$ cat src/hw/rtl/i2cws_pkg.sv
// ----------------------------------------------------------------------------
// i2cws_pkg
// Shared types, codes and sequence tables of the I2C master write sequencer.
// ----------------------------------------------------------------------------
package i2cws_pkg;

   // command codes of the request channel
   localparam logic [3:0] OP_TICK  = 4'd0;
   localparam logic [3:0] OP_RESET = 4'd8;

   // configuration register indexes
   localparam logic CSR_PHASE_TICKS   = 1'b0;
   localparam logic CSR_RESET_PRESENT = 1'b1;

   localparam logic [9:0] PHASE_TICKS_RESET = 10'd10;

   // running sequence, equal to the low bits of the opcode that started it
   typedef enum logic [2:0] {
      CMD_NONE    = 3'd0,
      CMD_RELEASE = 3'd1,
      CMD_START   = 3'd2,
      CMD_SEND    = 3'd3,
      CMD_STOP    = 3'd4,
      CMD_PROBE   = 3'd5,
      CMD_CLOCK   = 3'd6,
      CMD_DATA    = 3'd7
   } cmd_type;

   // pin action: bit 1 picks the line (0 clock, 1 data), bit 0 the level
   localparam logic [2:0] ACT_CLK_LOW  = 3'd0;
   localparam logic [2:0] ACT_CLK_HIGH = 3'd1;
   localparam logic [2:0] ACT_DAT_LOW  = 3'd2;
   localparam logic [2:0] ACT_DAT_HIGH = 3'd3;
   localparam logic [2:0] ACT_END      = 3'd4;

   // bit phases of a byte plus the acknowledge slot
   localparam logic [5:0] BIT_PHASES   = 6'd24;
   localparam logic [5:0] ACK_LOW_J    = 6'd26;
   localparam logic [5:0] PROBE_PREFIX = 6'd6;
   localparam logic [5:0] START_PREFIX = 6'd4;
   localparam logic [5:0] ACK_SAMPLE_IDX = PROBE_PREFIX + ACK_LOW_J;

   typedef struct packed {
      cmd_type    cmd;
      logic [5:0] phase;
      logic [9:0] hold;
      logic [7:0] shift;
      logic       clk_drv;
      logic       dat_drv;
      logic       rst_drv;
      logic       ack_seen;
      logic       level;
   } seq_state_type;

   typedef struct packed {
      logic rejected;
      logic probe_ack;
      logic probe_done;
      logic busy;
      logic reset_level;
      logic sda_level;
      logic scl_level;
   } seq_result_type;

   // remainder by three of a six bit value below 63
   function automatic logic [1:0] mod3_f(input logic [5:0] v);
      logic [3:0] s;
      s = '0;
      for (int i = 0; i < 6; i++) begin
         if ((i & 1) == 0) s = s + {3'd0, v[i]};
         else s = s + {2'd0, v[i], 1'b0};
      end
      if (s >= 4'd6) s = s - 4'd6;
      else if (s >= 4'd3) s = s - 4'd3;
      return s[1:0];
   endfunction

   function automatic logic [5:0] prefix_f(input cmd_type cmd);
      logic [5:0] p;
      case (cmd)
         CMD_START: p = START_PREFIX;
         CMD_PROBE: p = PROBE_PREFIX;
         default:   p = '0;
      endcase
      return p;
   endfunction

   function automatic logic [2:0] stop_f(input logic [1:0] k);
      logic [2:0] a;
      case (k)
         2'd0:    a = ACT_DAT_LOW;
         2'd1:    a = ACT_CLK_HIGH;
         2'd2:    a = ACT_DAT_HIGH;
         default: a = ACT_END;
      endcase
      return a;
   endfunction

   function automatic logic is_byte_cmd_f(input cmd_type cmd);
      return cmd == CMD_START || cmd == CMD_SEND || cmd == CMD_PROBE;
   endfunction

   // pin action of step idx of a sequence
   function automatic logic [2:0] action_f(input cmd_type cmd, input logic [5:0] idx,
                                           input logic msb, input logic level);
      logic [5:0] pre;
      logic [5:0] j;
      logic [2:0] a;
      a   = ACT_END;
      pre = prefix_f(cmd);
      j   = idx - pre;
      case (cmd)
         CMD_RELEASE: begin
            if (idx == 6'd0) a = ACT_CLK_HIGH;
            else if (idx == 6'd1) a = ACT_DAT_HIGH;
         end
         CMD_STOP: begin
            if (idx < 6'd3) a = stop_f(idx[1:0]);
         end
         CMD_CLOCK: begin
            if (idx == 6'd0) a = {2'b00, level};
         end
         CMD_DATA: begin
            if (idx == 6'd0) a = {2'b01, level};
         end
         CMD_START, CMD_SEND, CMD_PROBE: begin
            if (idx < pre) begin
               if (cmd == CMD_START) begin
                  // data high, clock high, data low, clock low
                  case (idx[1:0])
                     2'd0:    a = ACT_DAT_HIGH;
                     2'd1:    a = ACT_CLK_HIGH;
                     2'd2:    a = ACT_DAT_LOW;
                     default: a = ACT_CLK_LOW;
                  endcase
               end else begin
                  case (idx[2:0])
                     3'd0:    a = ACT_CLK_HIGH;
                     3'd1:    a = ACT_DAT_HIGH;
                     3'd2:    a = ACT_DAT_HIGH;
                     3'd3:    a = ACT_CLK_HIGH;
                     3'd4:    a = ACT_DAT_LOW;
                     default: a = ACT_CLK_LOW;
                  endcase
               end
            end else if (j < BIT_PHASES) begin
               case (mod3_f(j))
                  2'd0:    a = {2'b01, msb};
                  2'd1:    a = ACT_CLK_HIGH;
                  default: a = ACT_CLK_LOW;
               endcase
            end else if (j == BIT_PHASES) begin
               a = ACT_DAT_HIGH;
            end else if (j == BIT_PHASES + 6'd1) begin
               a = ACT_CLK_HIGH;
            end else if (j == ACK_LOW_J) begin
               a = ACT_CLK_LOW;
            end else if (cmd == CMD_PROBE && j < ACK_LOW_J + 6'd4) begin
               a = stop_f(2'(j - ACK_LOW_J - 6'd1));
            end
         end
         default: a = ACT_END;
      endcase
      return a;
   endfunction

   // apply one pin change, shift the data byte on a bit's clock low, and restart the hold
   function automatic seq_state_type apply_f(input seq_state_type s, input cmd_type cmd,
                                             input logic [5:0] idx, input logic [2:0] act,
                                             input logic [9:0] ticks);
      seq_state_type r;
      logic [5:0]    pre;
      logic [5:0]    j;
      r   = s;
      pre = prefix_f(cmd);
      j   = idx - pre;
      if (act[1]) r.dat_drv = act[0];
      else r.clk_drv = act[0];
      if (is_byte_cmd_f(cmd) && idx >= pre && j < BIT_PHASES && mod3_f(j) == 2'd2) begin
         r.shift = {s.shift[6:0], 1'b0};
      end
      r.phase = idx;
      r.hold  = ticks;
      return r;
   endfunction

endpackage

$ cat src/hw/rtl/i2c_master_write_sequencer_unit.sv
// ----------------------------------------------------------------------------
// i2c_master_write_sequencer_unit
// Write-only I2C master pin sequencer advanced by one transaction per tick.
// ----------------------------------------------------------------------------
// Each request transaction is one timer tick carrying a command (req_tuser)
// and its operand and the sampled data line (req_tdata). Each tick gives one
// response transaction with the clock, data and reset pin levels and status
// flags (busy, probe done, probe acknowledge, rejected).
// A request passes through an input register, then the sequencer step and
// the response register. One transaction is taken every cycle while the
// response side takes them; the rate is set by the single step between those registers.
// When the response side stalls, one more request is held in the input
// register, after which req_tready drops until the response is taken.
// Configuration is a plain write port: index 0 phase_ticks, index 1
// reset_present; write it only while no transaction is in flight.
// Reset empties both registers, releases the clock and data lines, drives
// reset high, clears the sequence and sets phase_ticks to 10.
// ----------------------------------------------------------------------------
module i2c_master_write_sequencer_unit
   import i2cws_pkg::*;
(
   input  logic        clock,
   input  logic        reset,
   // request channel
   input  logic        req_tvalid,
   output logic        req_tready,
   input  logic [15:0] req_tdata,   // data_byte[7:0], sda_sample[8], zero fill
   input  logic [3:0]  req_tuser,   // opcode[3:0]
   // response channel
   output logic        rsp_tvalid,
   input  logic        rsp_tready,
   output logic [7:0]  rsp_tdata,   // scl_level, sda_level, reset_level, busy_res,
                                    // probe_done, probe_ack, rejected, zero fill
   // configuration
   input  logic        csr_we,
   input  logic        csr_addr,
   input  logic [9:0]  csr_wdata
);

   logic           in_valid_ff, in_valid_in;
   logic [3:0]     op_ff;
   logic [7:0]     db_ff;
   logic           sda_ff;
   logic           out_valid_ff, out_valid_in;
   seq_result_type out_ff;
   seq_state_type  state_ff, state_in;
   seq_result_type step_res;
   logic [9:0]     phase_ticks_ff;
   logic           reset_present_ff;
   logic [9:0]     ticks_eff;
   logic           advance;
   logic           req_accept;

   // handshake
   assign advance    = in_valid_ff && (!out_valid_ff || rsp_tready);
   assign req_tready = !in_valid_ff || advance;
   assign req_accept = req_tvalid && req_tready;

   always_comb begin
      in_valid_in = in_valid_ff;
      if (req_accept) in_valid_in = 1'b1;
      else if (advance) in_valid_in = 1'b0;
      out_valid_in = out_valid_ff;
      if (advance) out_valid_in = 1'b1;
      else if (rsp_tready) out_valid_in = 1'b0;
   end

   always_ff @(posedge clock) begin
      if (reset) begin
         in_valid_ff  <= 1'b0;
         out_valid_ff <= 1'b0;
      end else begin
         in_valid_ff  <= in_valid_in;
         out_valid_ff <= out_valid_in;
      end
   end

   // input register
   always_ff @(posedge clock) begin
      if (req_accept) begin
         op_ff  <= req_tuser;
         db_ff  <= req_tdata[7:0];
         sda_ff <= req_tdata[8];
      end
   end

   // configuration registers
   always_ff @(posedge clock) begin
      if (reset) begin
         phase_ticks_ff    <= PHASE_TICKS_RESET;
         reset_present_ff  <= 1'b0;
      end else if (csr_we) begin
         case (csr_addr)
            CSR_PHASE_TICKS:   phase_ticks_ff   <= csr_wdata;
            CSR_RESET_PRESENT: reset_present_ff <= csr_wdata[0];
            default:           phase_ticks_ff   <= phase_ticks_ff;
         endcase
      end
   end

   // zero hold is treated as one tick
   assign ticks_eff = (phase_ticks_ff == 10'd0) ? 10'd1 : phase_ticks_ff;

   i2cws_step u_step (
      .state_cur     (state_ff),
      .opcode        (op_ff),
      .data_byte     (db_ff),
      .sda_sample    (sda_ff),
      .ticks         (ticks_eff),
      .reset_present (reset_present_ff),
      .state_nxt     (state_in),
      .result        (step_res)
   );

   // sequencer state
   always_ff @(posedge clock) begin
      if (reset) begin
         state_ff.cmd      <= CMD_NONE;
         state_ff.phase    <= '0;
         state_ff.hold     <= '0;
         state_ff.shift    <= '0;
         state_ff.clk_drv  <= 1'b1;
         state_ff.dat_drv  <= 1'b1;
         state_ff.rst_drv  <= 1'b1;
         state_ff.ack_seen <= 1'b0;
         state_ff.level    <= 1'b0;
      end else if (advance) begin
         state_ff <= state_in;
      end
   end

   // response register
   always_ff @(posedge clock) begin
      if (advance) out_ff <= step_res;
   end

   assign rsp_tvalid = out_valid_ff;
   assign rsp_tdata  = {1'b0, out_ff.rejected, out_ff.probe_ack, out_ff.probe_done,
                        out_ff.busy, out_ff.reset_level, out_ff.sda_level,
                        out_ff.scl_level};

endmodule

$ cat src/hw/rtl/i2cws_step.sv
// ----------------------------------------------------------------------------
// i2cws_step
// One tick of the pin sequencer: advance the running sequence, then decode
// the command of this transaction.
// ----------------------------------------------------------------------------
module i2cws_step
   import i2cws_pkg::*;
(
   input  seq_state_type  state_cur,
   input  logic [3:0]     opcode,
   input  logic [7:0]     data_byte,
   input  logic           sda_sample,
   input  logic [9:0]     ticks,
   input  logic           reset_present,
   output seq_state_type  state_nxt,
   output seq_result_type result
);

   seq_state_type nx;
   logic [5:0]    next_idx;
   logic [2:0]    act_run;
   logic [2:0]    act_new;
   logic          done;
   logic          rej;

   always_comb begin
      nx       = state_cur;
      next_idx = state_cur.phase + 6'd1;
      act_run  = action_f(state_cur.cmd, next_idx, state_cur.shift[7], state_cur.level);
      act_new  = ACT_END;
      done     = 1'b0;
      rej      = 1'b0;

      // advance the running sequence
      if (state_cur.cmd != CMD_NONE) begin
         if (state_cur.hold > 10'd1) begin
            nx.hold = state_cur.hold - 10'd1;
         end else begin
            if (state_cur.cmd == CMD_PROBE && next_idx == ACK_SAMPLE_IDX) begin
               nx.ack_seen = ~sda_sample;
            end
            if (act_run == ACT_END) begin
               done     = (state_cur.cmd == CMD_PROBE);
               nx.cmd   = CMD_NONE;
               nx.phase = '0;
               nx.hold  = '0;
            end else begin
               nx = apply_f(nx, state_cur.cmd, next_idx, act_run, ticks);
            end
         end
      end

      // decode the new command
      if (opcode != OP_TICK) begin
         if (opcode > OP_RESET || nx.cmd != CMD_NONE) begin
            rej = 1'b1;
         end else if (opcode == OP_RESET) begin
            if (reset_present) nx.rst_drv = data_byte[0];
         end else begin
            nx.cmd   = cmd_type'(opcode[2:0]);
            nx.level = data_byte[0];
            if (nx.cmd == CMD_PROBE) nx.shift = {data_byte[6:0], 1'b0};
            else nx.shift = data_byte;
            act_new = action_f(nx.cmd, 6'd0, nx.shift[7], nx.level);
            nx      = apply_f(nx, nx.cmd, 6'd0, act_new, ticks);
         end
      end
   end

   assign state_nxt = nx;

   // result fields
   always_comb begin
      result.scl_level   = nx.clk_drv;
      result.sda_level   = nx.dat_drv;
      result.reset_level = nx.rst_drv;
      result.busy        = (nx.cmd != CMD_NONE);
      result.probe_done  = done;
      result.probe_ack   = nx.ack_seen;
      result.rejected    = rej;
   end

endmodule

$ cat config.mk
export PLATFORM = sky130hd
export DESIGN_NAME = i2c_master_write_sequencer_unit
export DESIGN_NICKNAME = d
export VERILOG_FILES = /design/src/hw/rtl/i2cws_pkg.sv /design/src/hw/rtl/i2c_master_write_sequencer_unit.sv /design/src/hw/rtl/i2cws_step.sv
export SDC_FILE = /design/constraint.sdc
export NUM_CORES = 1
export LEC_CHECK = 0
export BUFFER_PORTS_ARGS = -buffer_cell sky130_fd_sc_hd__buf_2
export CORE_MARGIN = 2
export CORE_UTILIZATION = 41
export CTS_CLUSTER_DIAMETER = 30
export DETAILED_ROUTE_END_ITERATION = 6
export HOLD_SLACK_MARGIN = 0.15
export PLACE_DENSITY = 0.62
export SLEW_MARGIN = 20
export SYNTH_ARGS = -nofsm -noshare
export SYNTH_HDL_FRONTEND = slang
export SYNTH_SLANG_ARGS = --single-unit
$ cat constraint.sdc
create_clock -name clock -period 6.85 [get_ports clock]
set_input_delay 1.7125 -clock clock [delete_from_list [all_inputs] [get_ports clock]]
set_output_delay 1.7125 -clock clock [all_outputs]
set_load 0.05 [all_outputs]
==> key figures <==
Die
  • Initial Utilization: 41.70%
  • Cell row count: 38
  • # IOs: 46
  • DIE AREA: 0.01183 mm²
  • CORE AREA: 0.01079 mm²
  • Die width: 108.8 µm
  • Chip height: 108.8 µm

Yosys
  • Synthesized area: ~0.0045 mm²
  • YS warnings: 0
  • Avg Synthesized Cell Area: 8.688 µm²
  • Synth Flop Type: dfxtp_1
  • Seq cells post-synth: 65
  • Post-synthesis sequential area ratio: around a third
  • Synth unique cells: 89
  • Syn Nets: 576
  • Cells after Synth: 518
  • Ys async rst share: 0%
  • EDFF count, synth: 20

Routing
  • WL met1: 5.083 mm
  • Via count: between 4000 and 5000
  • DR pass1 iterations: 5
  • Initial DRC Count: around 270
  • Max layer used: met4
  • Met2 WL: 5.233 mm
  • Routed wl met3: 608 µm
  • Final ANT Viol Nets: 0
  • Routed WL: between 10 and 15 mm
  • Per-cell routed wire length: ~16 µm
  • DR DRC count: 0
  • Vias per Instance: 5.899

Min path
  • Min-Delay Path Class: reg -> reg

Timing
  • Top achievable clock speed: 0.1622 GHz
  • # setup viols final: 0
  • Unrepaired setup endpoints after global routing: no
  • Final hold viol count: 0
  • Measured slew at the worst slew-check pin: 0.8204 ns
  • Max Slew Vio Count: 0
  • Period utilization: 90.01%
  • Tmin final: slightly above 6 ns
  • Hold slack: 0.4619 ns
  • Setup TNS: 0 ns
  • Setup Skew: 0.01027 ns
  • Rel. slew slack: 45.30%

Global routing
  • Vias in the first global route: roughly 3900
  • Initial antenna violation count: 0
  • All-Layer GR Usage: 19.92%
  • Grt total ovfl: 0
  • First-pass GRT wire length: 18.79 mm
  • Largest net degree at the start of global routing: 37

Clock network
  • CTS tree: built
  • TritonCTS Buffers: 9
  • Clock insertion delay at the later pin of the skew report: between 0.3 and 0.4 ns
  • Clock buffer depth: 2
  • CTS root buffer: clkbuf_8
  • Hold_buf cts: 0
  • Setup bufs post-CTS: 0
  • H-Tree Depth: 3
  • CTS Sinks: 65
  • Reg clk slew, reported paths: roughly 0.08 ns
  • Post-CTS sizing: 0

Run status
  • Outcome: finished clean

Final layout
  • Filler Cells Inserted: 1024
  • Nets: roughly 600
  • Fraction of layout cells with a size suffix above 1: between 15 and 20%
  • Register area: 0.001501 mm²
  • Layout area overhead: 9.174%
  • Diode count: 0
  • Multi-input gate area: 0.002718 mm²
  • Post-route insts no fill: approximately 680

Placement
  • Final RePlAce weighted congestion: between 0.9 and 1
  • Port Buffers: 37
  • Placed cell count: 668
  • HPWL Detailed: approximately 8.1 mm

Critical path
  • Slowest CP cell: fa_1
  • CP Buf/Inv Count: 2
  • Class of the most critical setup path: reg -> reg
  • R2R depth: 18
  • Worst setup path endpoint: state_ff[9]
  • Crit-path most repeated cell: ha_1
  • Crit path cell chain: ha_1 > ha_1 > fa_1 > xnor2_1 > inv_1 > fa_1 > inv_1 > ha_1 > ha_1 > ha_1 > xnor2_1 > xnor2_1 > o31ai_1 > o31ai_1 > or3_1 > nor4_4 > o21ai_2 > a221oi_1
  • Crit path largest cell delay: 0.63 ns
  • CP Capture Type: flip-flop
  • CP Max Fanout: 14
  • Worst R2R End: state_ff[9]
  • WP data arrival: 6.40 ns
  • Worst r2r src: state_ff[23]
  • Startpoint types: flip-flop
  • Critical path depth: 18
  • Source of the critical timing path: state_ff[23]
  • Worst R2R Setup Slack: 0.68 ns
  • Crit-path leading delay family: adder cells
  • CP required: 7.09 ns

Job
  • Max_cap viols: 0

Pwr
  • Peak supply drop: 0.1203 mV
  • Power Total: 0.9265 mW
  • PwrDens: 188.6 mW/mm²
  • P_leak: 1.804 nW
[through the flow]
stage               setup slack, ns  instance area [µm²]  utilization (%)
floorplan                     1.478                 4501                -
global placement             0.9407                 4711            43.65
detailed placement           0.7755                 4711            43.65
CTS                          0.7237                 4913            45.53
global route                 0.3147                 4913            45.53
finish                       0.6843                 4913            45.53
[placed cells by master, fill, tap and decap left out, types with 4 or more instances in the layout]
cell / instances
o21ai_0: 29
a22o_1: 4
nand2_1: 50
mux2i_1: 11
and3_1: 6
o21ai_2: 4
nor3_1: 10
buf_2: 37
nand4_1: 5
or3_1: 5
o31ai_1: 6
nor2b_1: 7
nand3_1: 12
nor2_1: 39
dfxtp_1: 45
edfxtp_1: 20
inv_1: 30
o21ai_1: 12
xnor2_1: 10
o211ai_1: 11
clkbuf_8: 9
o21a_1: 5
a31oi_1: 5
ha_1: 20
nor3b_1: 4
nor4_1: 5
a21oi_1: 35
a221oi_1: 7
a32oi_1: 4
nand2b_1: 6
[synth_stat cells (4+ instances only)]
| cell | instances | share of area [%] |
|---|---|---|
| clkbuf_1 | 16 | 1.3 |
| nor3_1 | 10 | 1.1 |
| and3_1 | 6 | 0.83 |
| a32oi_1 | 4 | 0.78 |
| a31oi_1 | 5 | 0.70 |
| o21ai_1 | 12 | 1.3 |
| a22o_1 | 4 | 0.78 |
| edfxtp_1 | 20 | 13 |
| mux2i_1 | 11 | 2.4 |
| nand3_1 | 12 | 1.3 |
| o31ai_1 | 6 | 1.0 |
| nor4_1 | 5 | 0.70 |
| buf_4 | 7 | 1.2 |
| buf_6 | 4 | 1.0 |
| ha_1 | 20 | 5.6 |
| o211ai_1 | 11 | 1.8 |
| nand4_1 | 5 | 0.70 |
| nand2b_1 | 6 | 0.83 |
| nor2b_1 | 7 | 0.97 |
| xnor2_1 | 10 | 1.9 |
| o21ai_2 | 4 | 0.78 |
| a221oi_1 | 7 | 1.4 |
| dfxtp_1 | 45 | 20 |
| o21a_1 | 5 | 0.83 |
| a21oi_1 | 35 | 3.9 |
| o21ai_0 | 29 | 3.2 |
| inv_1 | 30 | 2.5 |
| nor3b_1 | 4 | 0.67 |
| nor2_1 | 39 | 3.3 |
| or3_1 | 5 | 0.70 |
| nand2_1 | 50 | 4.2 |
[worst reg2reg max path, stage by stage (launching register included)]
cell	delay, ns
dfxtp_1	0.55
ha_1	0.57
ha_1	0.40
fa_1	0.63
xnor2_1	0.29
inv_1	0.08
fa_1	0.53
inv_1	0.05
ha_1	0.28
ha_1	0.18
ha_1	0.19
xnor2_1	0.20
xnor2_1	0.20
o31ai_1	0.35
o31ai_1	0.15
or3_1	0.41
nor4_4	0.43
o21ai_2	0.20
a221oi_1	0.36
[cells by family (layout without fill, tap and decap cells)]
logic type / count (synthesis) / after routing / synth area share, %
and+or+nand+nor: 173 / 173 / 20.16
AOI/OAI and AO/OA: 171 / 171 / 28.19
xor gates and xnor gates: 12 / 12 / 2.335
adders and majority gates: 23 / 23 / 6.672
other: 1 / 1 / 0.08332
buffers and inverters: 60 / 86 / 6.255
DFF: 65 / 65 / 33.36
muxes: 13 / 13 / 2.947
[flip-flops by register name, indices dropped and copies added, names as in the netlist, 4 cells and up]
| register | cells |
|---|---|
| state_ff | 32 |
| phase_ticks_ff | 10 |
| db_ff | 8 |
| rsp_tdata | 7 |
| op_ff | 4 |
[layout make-up]
class,count,area share [%]
repair buffers,39,4.074
clock buffers,10,3.030
clock inverters,6,1.095
inverters,31,2.368
flip-flops and latches,65,30.56
multi-input cells,393,55.31
well taps,140,3.565
[worst min-delay path by stage]
stage,from,to,slack (ns),depth (start not counted)
2_1_floorplan,state_ff[1],state_ff[1],0.44,2
3_3_place_gp,state_ff[1],state_ff[1],0.44,2
3_5_place_dp,state_ff[1],state_ff[1],0.45,2
4_1_cts,state_ff[1],state_ff[1],0.46,2
5_1_grt,state_ff[1],state_ff[1],0.48,2
6_report,state_ff[1],state_ff[1],0.46,2
[routing by layer]
layer,vias up,GRT usage [%]
met4,0,7.509
met2,139,32.86
met5,-,0
li1,1975,-
met1,1891,26.00
met3,30,3.586
[power breakdown]
group          internal, mW  switching, mW  total, mW  leakage, nW
Clock                 0.160          0.170      0.331        0.101
Combinational        0.0608          0.105      0.166         1.15
Sequential            0.415         0.0151      0.430        0.554
Total                 0.636          0.291      0.926         1.80
Power figures use the tool's default switching activity.
